[src/rtl/core/stt_pkg.sv]
// ----------------------------------------------------------------------------
// Software timer table package
// Shared types and constants for the timer table controller, datapath and
// top level.
// ----------------------------------------------------------------------------
package stt_pkg;

  // Field widths.
  localparam int unsigned TPM_W  = 11;
  localparam int unsigned ID_W   = 32;
  localparam int unsigned TIME_W = 32;
  localparam int unsigned IVL_W  = 16;
  localparam int unsigned PROD_W = IVL_W + TPM_W;

  // Command codes.
  localparam logic [1:0] CMD_SET   = 2'd0;
  localparam logic [1:0] CMD_CLEAR = 2'd1;
  localparam logic [1:0] CMD_TICK  = 2'd2;

  // Result kinds.
  localparam logic KIND_REPLY = 1'b0;
  localparam logic KIND_FIRED = 1'b1;

  // One request.
  typedef struct packed {
    logic [1:0]        command;
    logic [TIME_W-1:0] now;
    logic [IVL_W-1:0]  period_ms;
    logic              one_shot;
    logic [ID_W-1:0]   target_id;
  } req_t;

  // One result.
  typedef struct packed {
    logic            kind;
    logic [ID_W-1:0] timer_id;
    logic            last;
  } rsp_t;

  // One stored timer entry; an interval of zero marks a one-shot timer.
  typedef struct packed {
    logic [ID_W-1:0]   id;
    logic [TIME_W-1:0] deadline;
    logic [IVL_W-1:0]  interval;
  } entry_t;

  localparam int unsigned ENTRY_W = $bits(entry_t);

  // Commands from the controller to the datapath.
  typedef struct packed {
    logic load;
    logic do_set;
    logic walk;
    logic finish;
  } ctl_cmd_t;

  // Status from the datapath to the controller.
  typedef struct packed {
    logic walk_end;
  } dp_sts_t;

endpackage

[src/rtl/core/stt_ram.sv]
// ----------------------------------------------------------------------------
// Generic single-port-write, single-port-read RAM
// One write and one registered read per cycle; contents are not reset.
// ----------------------------------------------------------------------------
module stt_ram #(
  parameter int unsigned WIDTH = 8,
  parameter int unsigned DEPTH = 16
) (
  input  logic                                   clk_i,
  input  logic                                   we_i,
  input  logic [((DEPTH > 1) ? $clog2(DEPTH) : 1)-1:0] waddr_i,
  input  logic [WIDTH-1:0]                       wdata_i,
  input  logic                                   re_i,
  input  logic [((DEPTH > 1) ? $clog2(DEPTH) : 1)-1:0] raddr_i,
  output logic [WIDTH-1:0]                       rdata_o
);

  logic [WIDTH-1:0] mem_q [DEPTH];
  logic [WIDTH-1:0] rdata_q;

  // Write port.
  always_ff @(posedge clk_i) begin
    if (we_i) begin
      mem_q[waddr_i] <= wdata_i;
    end
  end

  // Registered read port.
  always_ff @(posedge clk_i) begin
    if (re_i) begin
      rdata_q <= mem_q[raddr_i];
    end
  end

  assign rdata_o = rdata_q;

endmodule

[src/rtl/core/stt_ctrl.sv]
// ----------------------------------------------------------------------------
// Software timer table controller
// Sequences set, clear and tick requests and drives the datapath commands.
// ----------------------------------------------------------------------------
module stt_ctrl (
  input  logic              clk_i,
  input  logic              rst_ni,
  input  logic              start_i,
  input  logic [1:0]        command_i,
  input  stt_pkg::dp_sts_t  sts_i,
  output stt_pkg::ctl_cmd_t ctl_o,
  output logic              busy_o
);

  import stt_pkg::*;

  typedef enum logic [1:0] {
    ST_IDLE,
    ST_SET,
    ST_WALK,
    ST_FINISH
  } state_e;

  state_e state_q;
  logic   accept;

  assign accept = start_i && (state_q == ST_IDLE);

  // State register.
  always_ff @(posedge clk_i or negedge rst_ni) begin
    if (!rst_ni) begin
      state_q <= ST_IDLE;
    end else begin
      case (state_q)
        ST_IDLE: begin
          if (accept) begin
            case (command_i)
              CMD_SET:             state_q <= ST_SET;
              CMD_CLEAR, CMD_TICK: state_q <= ST_WALK;
              default:             state_q <= ST_IDLE;
            endcase
          end
        end
        ST_SET: begin
          state_q <= ST_IDLE;
        end
        ST_WALK: begin
          if (sts_i.walk_end) begin
            state_q <= ST_FINISH;
          end
        end
        ST_FINISH: begin
          state_q <= ST_IDLE;
        end
        default: begin
          state_q <= ST_IDLE;
        end
      endcase
    end
  end

  // Command decode.
  assign ctl_o.load   = accept;
  assign ctl_o.do_set = (state_q == ST_SET);
  assign ctl_o.walk   = (state_q == ST_WALK);
  assign ctl_o.finish = (state_q == ST_FINISH);
  assign busy_o       = (state_q != ST_IDLE);

  // The finish state at the end of a walk always returns to idle.
  a_finish_to_idle: assert property (@(posedge clk_i) disable iff (!rst_ni)
    (state_q == ST_FINISH) |=> (state_q == ST_IDLE))
    else $error("finish did not return to idle");

  // A tick request starts a walk.
  a_tick_walks: assert property (@(posedge clk_i) disable iff (!rst_ni)
    (accept && (command_i == CMD_TICK)) |=> (state_q == ST_WALK))
    else $error("tick request did not start a walk");

  // At most one datapath command at a time.
  a_cmd_onehot: assert property (@(posedge clk_i) disable iff (!rst_ni)
    $onehot0({ctl_o.load, ctl_o.do_set, ctl_o.walk, ctl_o.finish}))
    else $error("overlapping datapath commands");

endmodule

[src/rtl/core/stt_dp.sv]
// ----------------------------------------------------------------------------
// Software timer table datapath
// Entry memory, live bits, counters, deadline arithmetic and result register.
// ----------------------------------------------------------------------------
module stt_dp #(
  parameter int unsigned TIMER_SLOTS = 12
) (
  input  logic                       clk_i,
  input  logic                       rst_ni,
  input  stt_pkg::ctl_cmd_t          ctl_i,
  output stt_pkg::dp_sts_t           sts_o,
  input  stt_pkg::req_t              req_i,
  input  logic                       cfg_we_i,
  input  logic [stt_pkg::TPM_W-1:0]  cfg_wdata_i,
  output logic                       done_o,
  output stt_pkg::rsp_t              rsp_o
);

  import stt_pkg::*;

  localparam int unsigned AW = (TIMER_SLOTS > 1) ? $clog2(TIMER_SLOTS) : 1;
  localparam int unsigned CW = $clog2(TIMER_SLOTS + 1);

  // Request and configuration.
  req_t             req_q;
  logic [TPM_W-1:0] tpm_q;

  // Table control state.
  logic [CW-1:0]          count_q;
  logic [ID_W-1:0]        id_ctr_q;
  logic [TIMER_SLOTS-1:0] live_q, live_d;

  // Walk state.
  logic [CW-1:0] walk_q;
  logic [CW-1:0] w_q;
  logic          proc_vld_q;
  logic [AW-1:0] proc_idx_q;

  // Pending fired id and the result register.
  logic            pend_vld_q;
  logic [ID_W-1:0] pend_id_q;
  logic            out_vld_q;
  rsp_t            out_q;

  // Combinational signals.
  logic              full;
  logic              issue;
  logic [AW-1:0]     rd_addr;
  entry_t            rd_ent;
  logic [ID_W-1:0]   id_next;
  logic [PROD_W-1:0] set_prod;
  logic [PROD_W-1:0] rearm_prod;
  logic [TIME_W-1:0] set_deadline;
  logic [TIME_W-1:0] rearm_deadline;
  logic              is_tick;
  logic              is_clear;
  logic              ent_live;
  logic              due;
  logic              fire;
  logic              keep;
  logic              clr_hit;
  logic              set_ok;
  logic              ram_we;
  logic [AW-1:0]     ram_waddr;
  entry_t            ram_wdata;

  assign full     = (count_q >= CW'(TIMER_SLOTS));
  assign set_ok   = ctl_i.do_set && !full;
  assign issue    = ctl_i.walk && (walk_q < count_q);
  assign rd_addr  = walk_q[AW-1:0];
  assign id_next  = id_ctr_q + 1'b1;
  assign is_tick  = (req_q.command == CMD_TICK);
  assign is_clear = (req_q.command == CMD_CLEAR);

  // Deadline arithmetic: interval in msec times ticks per msec, plus now.
  assign set_prod       = PROD_W'(req_q.period_ms) * PROD_W'(tpm_q);
  assign rearm_prod     = PROD_W'(rd_ent.interval) * PROD_W'(tpm_q);
  assign set_deadline   = req_q.now + TIME_W'(set_prod);
  assign rearm_deadline = req_q.now + TIME_W'(rearm_prod);

  // Per-entry decisions for the entry read in the previous cycle.
  assign ent_live = live_q[proc_idx_q];
  assign due      = ent_live && (req_q.now >= rd_ent.deadline);
  assign fire     = proc_vld_q && is_tick && due;
  assign keep     = proc_vld_q && is_tick && ent_live &&
                    !(due && (rd_ent.interval == '0));
  assign clr_hit  = proc_vld_q && is_clear && (rd_ent.id == req_q.target_id);

  // Memory write: a new entry on set, or the compacted entry on tick.
  assign ram_we    = set_ok || keep;
  assign ram_waddr = ctl_i.do_set ? count_q[AW-1:0] : w_q[AW-1:0];

  always_comb begin
    if (ctl_i.do_set) begin
      ram_wdata.id       = id_next;
      ram_wdata.deadline = set_deadline;
      ram_wdata.interval = req_q.one_shot ? '0 : req_q.period_ms;
    end else begin
      ram_wdata.id       = rd_ent.id;
      ram_wdata.deadline = due ? rearm_deadline : rd_ent.deadline;
      ram_wdata.interval = rd_ent.interval;
    end
  end

  stt_ram #(
    .WIDTH (ENTRY_W),
    .DEPTH (TIMER_SLOTS)
  ) u_entry_ram (
    .clk_i   (clk_i),
    .we_i    (ram_we),
    .waddr_i (ram_waddr),
    .wdata_i (ram_wdata),
    .re_i    (issue),
    .raddr_i (rd_addr),
    .rdata_o (rd_ent)
  );

  // Live bit updates.
  always_comb begin
    live_d = live_q;
    if (set_ok) begin
      live_d[count_q[AW-1:0]] = 1'b1;
    end
    if (clr_hit) begin
      live_d[proc_idx_q] = 1'b0;
    end
    if (keep) begin
      live_d[w_q[AW-1:0]] = 1'b1;
    end
    if (ctl_i.finish && is_tick) begin
      for (int j = 0; j < TIMER_SLOTS; j++) begin
        if (CW'(j) >= w_q) begin
          live_d[j] = 1'b0;
        end
      end
    end
  end

  // Control registers.
  always_ff @(posedge clk_i or negedge rst_ni) begin
    if (!rst_ni) begin
      tpm_q      <= TPM_W'(1);
      count_q    <= '0;
      id_ctr_q   <= '0;
      live_q     <= '0;
      walk_q     <= '0;
      w_q        <= '0;
      proc_vld_q <= 1'b0;
      pend_vld_q <= 1'b0;
      out_vld_q  <= 1'b0;
    end else begin
      out_vld_q  <= 1'b0;
      proc_vld_q <= issue;
      live_q     <= live_d;
      if (cfg_we_i) begin
        tpm_q <= cfg_wdata_i;
      end
      if (ctl_i.load) begin
        walk_q     <= '0;
        w_q        <= '0;
        pend_vld_q <= 1'b0;
      end
      if (issue) begin
        walk_q <= walk_q + 1'b1;
      end
      if (keep) begin
        w_q <= w_q + 1'b1;
      end
      if (ctl_i.do_set) begin
        out_vld_q <= 1'b1;
        if (!full) begin
          id_ctr_q <= id_next;
          count_q  <= count_q + 1'b1;
        end
      end
      if (fire) begin
        pend_vld_q <= 1'b1;
        if (pend_vld_q) begin
          out_vld_q <= 1'b1;
        end
      end
      if (ctl_i.finish && is_tick) begin
        count_q <= w_q;
        if (pend_vld_q) begin
          out_vld_q  <= 1'b1;
          pend_vld_q <= 1'b0;
        end
      end
    end
  end

  // Payload registers.
  always_ff @(posedge clk_i) begin
    if (ctl_i.load) begin
      req_q <= req_i;
    end
    proc_idx_q <= rd_addr;
    if (ctl_i.do_set) begin
      out_q.kind     <= KIND_REPLY;
      out_q.timer_id <= full ? '0 : id_next;
      out_q.last     <= 1'b1;
    end else if (fire) begin
      out_q.kind     <= KIND_FIRED;
      out_q.timer_id <= pend_id_q;
      out_q.last     <= 1'b0;
    end else if (ctl_i.finish) begin
      out_q.kind     <= KIND_FIRED;
      out_q.timer_id <= pend_id_q;
      out_q.last     <= 1'b1;
    end
    if (fire) begin
      pend_id_q <= rd_ent.id;
    end
  end

  assign sts_o.walk_end = (walk_q == count_q);
  assign done_o         = out_vld_q;
  assign rsp_o          = out_q;

  // The table never holds more entries than it has slots.
  a_count_bound: assert property (@(posedge clk_i) disable iff (!rst_ni)
    count_q <= CW'(TIMER_SLOTS))
    else $error("entry count exceeds table size");

  // Compaction never writes ahead of the entry being processed.
  a_compact_order: assert property (@(posedge clk_i) disable iff (!rst_ni)
    keep |-> (w_q <= CW'(proc_idx_q)))
    else $error("compaction write index ahead of read index");

  // A set reply is always the only and final result of its request.
  a_reply_last: assert property (@(posedge clk_i) disable iff (!rst_ni)
    (out_vld_q && (out_q.kind == KIND_REPLY)) |-> out_q.last)
    else $error("set reply without last flag");

endmodule

[src/rtl/core/software_timer_table_top.sv]
// ----------------------------------------------------------------------------
// Software timer table
// Up to TIMER_SLOTS software timers in insertion order, with set, clear and
// tick requests and fired-id results.
//
//   Channel   Direction  Signals                    Handshake
//   request   in         start_i, req_i, busy_o     taken when start_i & !busy_o
//   result    out        done_o, rsp_o              one cycle, no back-pressure
//   config    in         cfg_we_i, cfg_wdata_i      written when cfg_we_i
//
// A set request keeps busy_o high for its set state only; its reply is
// registered from that state into the result register.
// Clear and tick requests keep busy_o high through the walk and finish states;
// entry memory is read one entry per cycle, pipelined with its one read port.
// Fired ids wait in a pending register until the next fire, so the last one
// appears in the cycle after the finish state, when busy_o is already low.
// Reset empties the table and sets ticks_per_msec to 1; no clearing pass.
// Results cannot be stalled by the receiver.
// ----------------------------------------------------------------------------
module software_timer_table_top #(
  parameter int unsigned TIMER_SLOTS = 12
) (
  input  logic                      clk_i,
  input  logic                      rst_ni,
  input  logic                      start_i,
  input  stt_pkg::req_t             req_i,
  output logic                      busy_o,
  output logic                      done_o,
  output stt_pkg::rsp_t             rsp_o,
  input  logic                      cfg_we_i,
  input  logic [stt_pkg::TPM_W-1:0] cfg_wdata_i
);

  import stt_pkg::*;

  ctl_cmd_t ctl;
  dp_sts_t  sts;

  // Request sequencer.
  stt_ctrl u_ctrl (
    .clk_i     (clk_i),
    .rst_ni    (rst_ni),
    .start_i   (start_i),
    .command_i (req_i.command),
    .sts_i     (sts),
    .ctl_o     (ctl),
    .busy_o    (busy_o)
  );

  // Table storage and arithmetic.
  stt_dp #(
    .TIMER_SLOTS (TIMER_SLOTS)
  ) u_dp (
    .clk_i       (clk_i),
    .rst_ni      (rst_ni),
    .ctl_i       (ctl),
    .sts_o       (sts),
    .req_i       (req_i),
    .cfg_we_i    (cfg_we_i),
    .cfg_wdata_i (cfg_wdata_i),
    .done_o      (done_o),
    .rsp_o       (rsp_o)
  );

endmodule
[config.mk]
export PLATFORM = sky130hd
export DESIGN_NAME = software_timer_table_top
export DESIGN_NICKNAME = d
export VERILOG_FILES = /design/src/rtl/core/stt_pkg.sv /design/src/rtl/core/stt_ram.sv /design/src/rtl/core/stt_ctrl.sv /design/src/rtl/core/stt_dp.sv /design/src/rtl/core/software_timer_table_top.sv
export SDC_FILE = /design/constraint.sdc
export NUM_CORES = 2
export LEC_CHECK = 0
export BUFFER_PORTS_ARGS = -buffer_cell sky130_fd_sc_hd__buf_2
export CORE_UTILIZATION = 45
export DETAILED_ROUTE_END_ITERATION = 10
export RECOVER_POWER = 50
export REMOVE_ABC_BUFFERS = 1
export SLEW_MARGIN = 30
export SYNTH_ARGS = -nofsm -noshare
export SYNTH_HDL_FRONTEND = slang
export SYNTH_SLANG_ARGS = --single-unit
[constraint.sdc]
create_clock -name clk_i -period 10.93 [get_ports clk_i]
set_input_delay 0.5465 -clock clk_i [delete_from_list [all_inputs] [get_ports clk_i]]
set_output_delay 0.5465 -clock clk_i [all_outputs]
set_load 0.01 [all_outputs]
Word level (Yosys, flattened, before mapping)
Memories as Yosys holds them, arrays and structs flattened. A register that Yosys moved wholly into a read port is not among the register bits.
Cells that the tools add are included.
{"block": "totals", "ff_bits": 225, "latchBits": 0, "ramBits": 960, "romBits": 0, "input_bits": 98, "output_inout_bits": 36, "wordCells": 152, "mem_count": 1}
{"memory": "u_dp.u_entry_ram.mem_q", "depth": 12, "width": 80, "read_ports": 1, "rd_clocked_by_memory_dff": 1, "wr": 1, "line_no": "stt_ram.sv:18", "rtl": "logic [WIDTH-1:0] mem_q [DEPTH];"}
{"block": "op_classes", "addsub": 6, "n_mul": 2, "n_div": 0, "order_cmp": 21, "n_eq_ne": 12, "n_shift": 0, "muxes": 53, "n_bitwise": 5, "reduce_logical": 32}
{"operator": "80-bit 2-to-1 mux", "n": 1}
{"operator": "34-bit 2-to-1 mux", "n": 2}
{"operator": "32-bit by 27-bit adder with 32-bit output", "n": 2}
{"operator": "32-bit 2-to-1 mux", "n": 2}
{"operator": "16-bit by 11-bit multiplier with 27-bit output", "n": 2}
{"operator": "12-bit 2-to-1 mux", "n": 4}
{"operator": "33-bit 2-to-1 mux", "n": 1}
{"operator": "32-bit by 1-bit adder with 32-bit output, second input constant", "n": 1}
{"operator": "32-bit equality test", "n": 1}
{"operator": "32-bit >= comparator", "n": 1}
{"operator": "4-bit 2-to-1 mux", "n": 7}
{"operator": "1-bit 2-to-1 mux", "n": 27}
{"operator": "12-bit bitwise OR", "n": 2}
{"operator": "3-bit by 4-bit >= comparator with 1-bit output, first input constant", "n": 4}
{"operator": "4-bit >= comparator, first input constant", "n": 4}
{"operator": "16-bit zero test", "n": 1}
{"operator": "16-bit 2-to-1 mux", "n": 1}
{"operator": "1-bit logical AND", "n": 15}
{"operator": "4-bit by 5-bit less-than comparator with 1-bit output, second input constant", "n": 3}
{"operator": "4-bit by 1-bit adder with 4-bit output, second input constant", "n": 3}
{"operator": "12-bit AND", "n": 1}
{"operator": "1-bit demux with 4-bit select", "n": 3}
{"operator": "4-bit by 1-bit >= comparator with 1-bit output, second input constant", "n": 3}
{"operator": "12-bit inverter", "n": 1}
{"operator": "other kinds (21)", "n": 39}

Longest topological paths before layout
{"block": "depth", "depth_word": 12, "mapped_depth": 23, "ltp_nobuf": 22}

Cells and area by module
A second synthesis with hierarchy kept.
{"block": "unflattened", "hier_cells": 4287, "hier_area_um2": 63075.5}
{"module": "stt_ram", "instances": 1, "cells_each": 1630, "area_per_inst_um2": 38335.5, "seq_area_each_um2": 31230.0}
{"module": "stt_dp", "instances": 1, "cells_each": 2641, "area_per_inst_um2": 24596.1, "seq_area_each_um2": 6287.3}
{"module": "stt_ctrl", "instances": 1, "cells_each": 16, "area_per_inst_um2": 143.9, "seq_area_each_um2": 50.0}

Worst setup path after synthesis
Ideal clock, no wire load.
{"block": "synth_path", "path_type": "flip-flop to flip-flop", "from": "register u_dp.tpm_q[2]", "to": "memory u_dp.u_entry_ram.mem_q[0][47] in the netlist's numbering (data pin)", "setup_time_ns": 0.337, "arrival_ns": 6.048, "required_ns": 10.593, "slack_ns": 4.545, "stages_incl_launch_ff": 19, "n_path_buf": 1, "synth_period_minus_slack_ns": 6.385, "path_cell_list": "dfrtp_1 > clkbuf_1 > nand2_1 > fa_1 > fa_1 > fa_1 > inv_1 > fa_1 > inv_1 > fa_1 > inv_1 > ha_1 > or3_1 > o31a_1 > o41a_4 > a311oi_4 > o31ai_2 > nor4b_1 > nor4_1"}
{"element": "start, declared", "line_no": "stt_dp.sv:26", "rtl": "logic [TPM_W-1:0] tpm_q;"}
{"element": "start signal, assigned", "line_no": "stt_dp.sv:156", "rtl": "tpm_q <= cfg_wdata_i;"}
{"element": "end, declared", "line_no": "stt_ram.sv:18"}

Final worst setup path
{"block": "layout_path", "from": "register u_dp.walk_q[1], in the netlist u_dp.rd_addr[1]", "to": "register u_dp.u_entry_ram.rdata_q[7], in the netlist u_dp.u_entry_ram.rdata_o[7], read port of u_dp.u_entry_ram.mem_q (data pin)"}
{"block": "layout_between", "elab_chain_len": 2}
{"element": "start, declared", "line_no": "stt_dp.sv:34", "rtl": "logic [CW-1:0] walk_q;"}
{"element": "start signal, assigned", "line_no": "stt_dp.sv:164", "rtl": "walk_q <= walk_q + 1'b1;"}
{"element": "4-bit less-than comparator", "line_no": "stt_dp.sv:69", "rtl": "assign issue = ctl_i.walk && (walk_q < count_q);"}
{"element": "1-bit logical AND", "line_no": "stt_dp.sv:69"}
{"element": "end, declared", "line_no": "stt_ram.sv:19", "rtl": "logic [WIDTH-1:0] rdata_q;"}
Several ways; a longest one is shown, not always the timed one.
A chain may end at the register's enable or synchronous reset.

==> summary.txt <==
Run status
  • Status: complete, but fails checks
  • Failing checks: capacitance limit, slew limit

Timing
  • Final slew viol count: 1147
  • Fmax: 118 MHz
  • Setup WS post-layout: 2470 ps
  • Tmin final: 8460 ps
  • Post-Route Skew: 42.3 ps
  • Slew margin rel.: -1.64
  • Period utilization: 0.774
  • Unrepaired setup endpoints after global routing: no
  • Worst slew pin tran: approximately 4000 ps
  • Setup violations, final: 0
  • Final hold vios: 0

Final layout
  • Area delta synth->final: 12.9%
  • Fin nets: 5094
  • Final Util: 0.514
  • Fillers: ~12000
  • Storage element area: 37600 um^2
  • Fraction of layout cells with a size suffix above 1: 0.130
  • Footprint of the multi-input gates: 22800 um^2

CTS
  • CTS Sinks: 1265
  • Root buffer cell: clkbuf_16
  • Number of CTS-inserted buffers: 137
  • CTS tree: done
  • Worst-path clk slew: 60 ps
  • CTS max path bufs: 3
  • Number of H-tree levels: 4
  • Worst skew pair latency: 770 ps

Die
  • Chip width: 376 um
  • Starting Density: 0.456
  • Die height: 376 um
  • Core Region: about 140000 um^2
  • Die area: 141000 um^2
  • IO Count: 134
  • Rows: between 100 and 150

Worst setup path
  • Worst Setup Start Kind: register
  • Max incr delay on CP: between 2000 and 2500 ps
  • Worst path cell trace: clkbuf_1 > clkbuf_1 > mux4_2 > mux2i_1 > o21ai_0
  • Crit path required time: about 11000 ps
  • Crit Path Class: register to register
  • Max stage delay cell, worst path: clkbuf_1
  • Crit Path Max Fanout: 53
  • Worst R2R Setup Slack: ~2500 ps
  • CP Capture Type: register
  • Most frequent CP cell: clkbuf_1
  • Critical Path AT: 8950 ps

Global routing
  • Tot GR Track Use: 0.221
  • Initial antenna violation count: 5
  • Total grt overflow: 0
  • Vias in the first global route: between 30000 and 40000
  • First-pass GRT wire length: between 200 and 250 mm
  • Largest net degree at the start of global routing: 106

Logic synthesis
  • Syn Inst Count: 4275
  • Synthesized flop and latch total: 1265
  • Ys flop type: edfxtp_1
  • Async SR Flop Fraction: 0.0569
  • EDFF count, synth: 1187
  • Mean Syn Cell Area: about 15 um^2
  • Cell variety after synth: between 70 and 80
  • Syn. warnings: 0
  • Post-synthesis sequential area ratio: 0.597
  • Synthesized area: 63000 um^2

Routing
  • Drt wl/cell: 23.6 um
  • DRT iter0 DRCs: 2890
  • Vias: 35600
  • DR DRC count: 0
  • Routed wire length: around 150 mm
  • Pre-antenna DRT Iters: 5
  • Vias/cell: 5.49
  • Final ANT Viol Nets: 0

Worst hold path
  • HP Class: input pin to register

Placed design
  • IO Port Bufs: approximately 130
  • DP HPWL: 96.1 mm
  • RD Place Congestion: 0.878
  • Pre-CTS WS: approximately 3600 ps

Flow run
  • Max-Cap Viols: 28
[synth_stat cells, types with 11 or more instances]
cell / count / area (um^2)
edfxtp_1: 1187 / 35600
inv_1: 508 / 1910
nand2_1: 488 / 1830
fa_1: 304 / 6090
mux4_2: 243 / 5470
o21ai_0: 200 / 1000
ha_1: 181 / 2260
clkbuf_1: 158 / 593
and2_1: 122 / 763
a21oi_1: 106 / 531
nor2_1: 105 / 394
xnor2_1: 98 / 858
mux2i_1: 88 / 881
dfrtp_1: 71 / 1780
nand3_1: 42 / 210
a21o_1: 34 / 255
buf_1: 33 / 124
xor2_1: 33 / 289
nor3_1: 26 / 130
a31oi_1: 21 / 131
nand4_1: 21 / 131
nand3b_1: 18 / 135
nor2b_1: 18 / 113
and3_1: 14 / 87.6
mux2_2: 14 / 158
a211oi_1: 12 / 90.1
nand2b_1: 12 / 75.1
nor4_1: 11 / 68.8
[flip-flops by register name (all words and copies together) (netlist names), 2 cells and up]
name                      count
u_dp.count_q                  4
u_dp.u_entry_ram.mem_q      960
u_dp.w_q                      4
u_dp.rd_addr                  4
u_dp.tpm_q                   11
u_dp.pend_id_q               32
u_dp.u_entry_ram.rdata_o     80
u_dp.req_q                   83
u_dp.live_q                  12
u_dp.rsp_o                   34
u_dp.proc_idx_q               4
u_ctrl.state_q                2
u_dp.id_ctr_q                32
[cells in the final DEF (no fill, tap or decap), types with 26 or more instances in the layout]
master / netlist / layout
o21ai_0: 200 / 199
edfxtp_1: 1187 / 1187
buf_2: 6 / 84
nand3_1: 42 / 42
fa_1: 304 / 304
inv_1: 508 / 506
buf_4: 0 / 36
xnor2_1: 98 / 98
and2_1: 122 / 122
nor2_1: 105 / 101
a21oi_1: 106 / 101
xor2_1: 33 / 33
mux2i_1: 88 / 88
clkinv_1: 0 / 29
mux4_2: 243 / 243
a21o_1: 34 / 34
clkbuf_16: 0 / 138
dlygate4sd3_1: 0 / 89
ha_1: 181 / 181
nor3_1: 26 / 26
dfrtp_1: 71 / 71
clkbuf_1: 158 / 108
nand2_1: 488 / 488
[cells by family after synthesis]
kind of cell             count (synthesis)  share of synthesized area
buffers and inverters                  705                     0.0421
adder cells (fa/ha/maj)                485                      0.133
multiplexers                           345                      0.103
XOR/XNOR                               131                     0.0182
flip-flops                            1265                      0.597
AND/OR/NAND/NOR                        903                     0.0658
AO/OA/AOI/OAI                          441                     0.0413
[layer usage]
layer	track usage	wire, um	vias up
met5	0	22	-
met4	0.0556	3290	4
met3	0.0361	8940	223
met2	0.359	72900	1038
met1	0.313	67700	18600
li1	-	-	15700
[final timing paths]
path                                 start                          end  cells after the start
min                        cfg_wdata_i[10]               u_dp.tpm_q[10]                      2
min reg2reg                u_dp.pend_vld_q              u_dp.pend_vld_q                      1
min in group asynchronous           rst_ni            u_dp.id_ctr_q[31]                      2
max                        u_dp.rd_addr[1]  u_dp.u_entry_ram.rdata_o[7]                      5
max in group asynchronous           rst_ni               u_dp.tpm_q[10]                      4
max reg2reg                u_dp.rd_addr[1]  u_dp.u_entry_ram.rdata_o[7]                      5
[layout make-up]
cell class,count,share of cell area
Clock buffer,172,0.0508
Inverter,508,0.0269
Multi-Input combinational cell,2305,0.321
Sequential cell,1265,0.528
Antenna cell,1,0.0000352
Tap cell,1863,0.0328
Timing Repair Buffer,294,0.0288
Clock inverter,75,0.0113
[repair_timing]
item                                   4_1_cts  5_1_grt
resized for setup                            0        0
hold buffers                                89        0
endpoints found under the hold margin      123        0
buffers inserted                             0        0
[worst max-delay path, delay by kind of cell, from the launching register on]
family	cells	cell delay [ps]
AOI/OAI and AO/OA	1	450
buffers and inverters	2	4850
DFF	1	2000
muxes	2	710
[stage by stage]
stage	hold WS, ps	area [um^2]	instances	TNS (ps)
3_5_place_dp	386	66000	6145	0
5_1_grt	23.8	71100	6482	0
2_1_floorplan	251	62200	4078	-43870
6_report	54.1	71100	6483	0
3_3_place_gp	390	65900	6140	0
4_1_cts	1.98	71300	6481	0
Power is not shown: default switching activity piles up to over one toggle a cycle in this logic, so the estimate is an artifact.
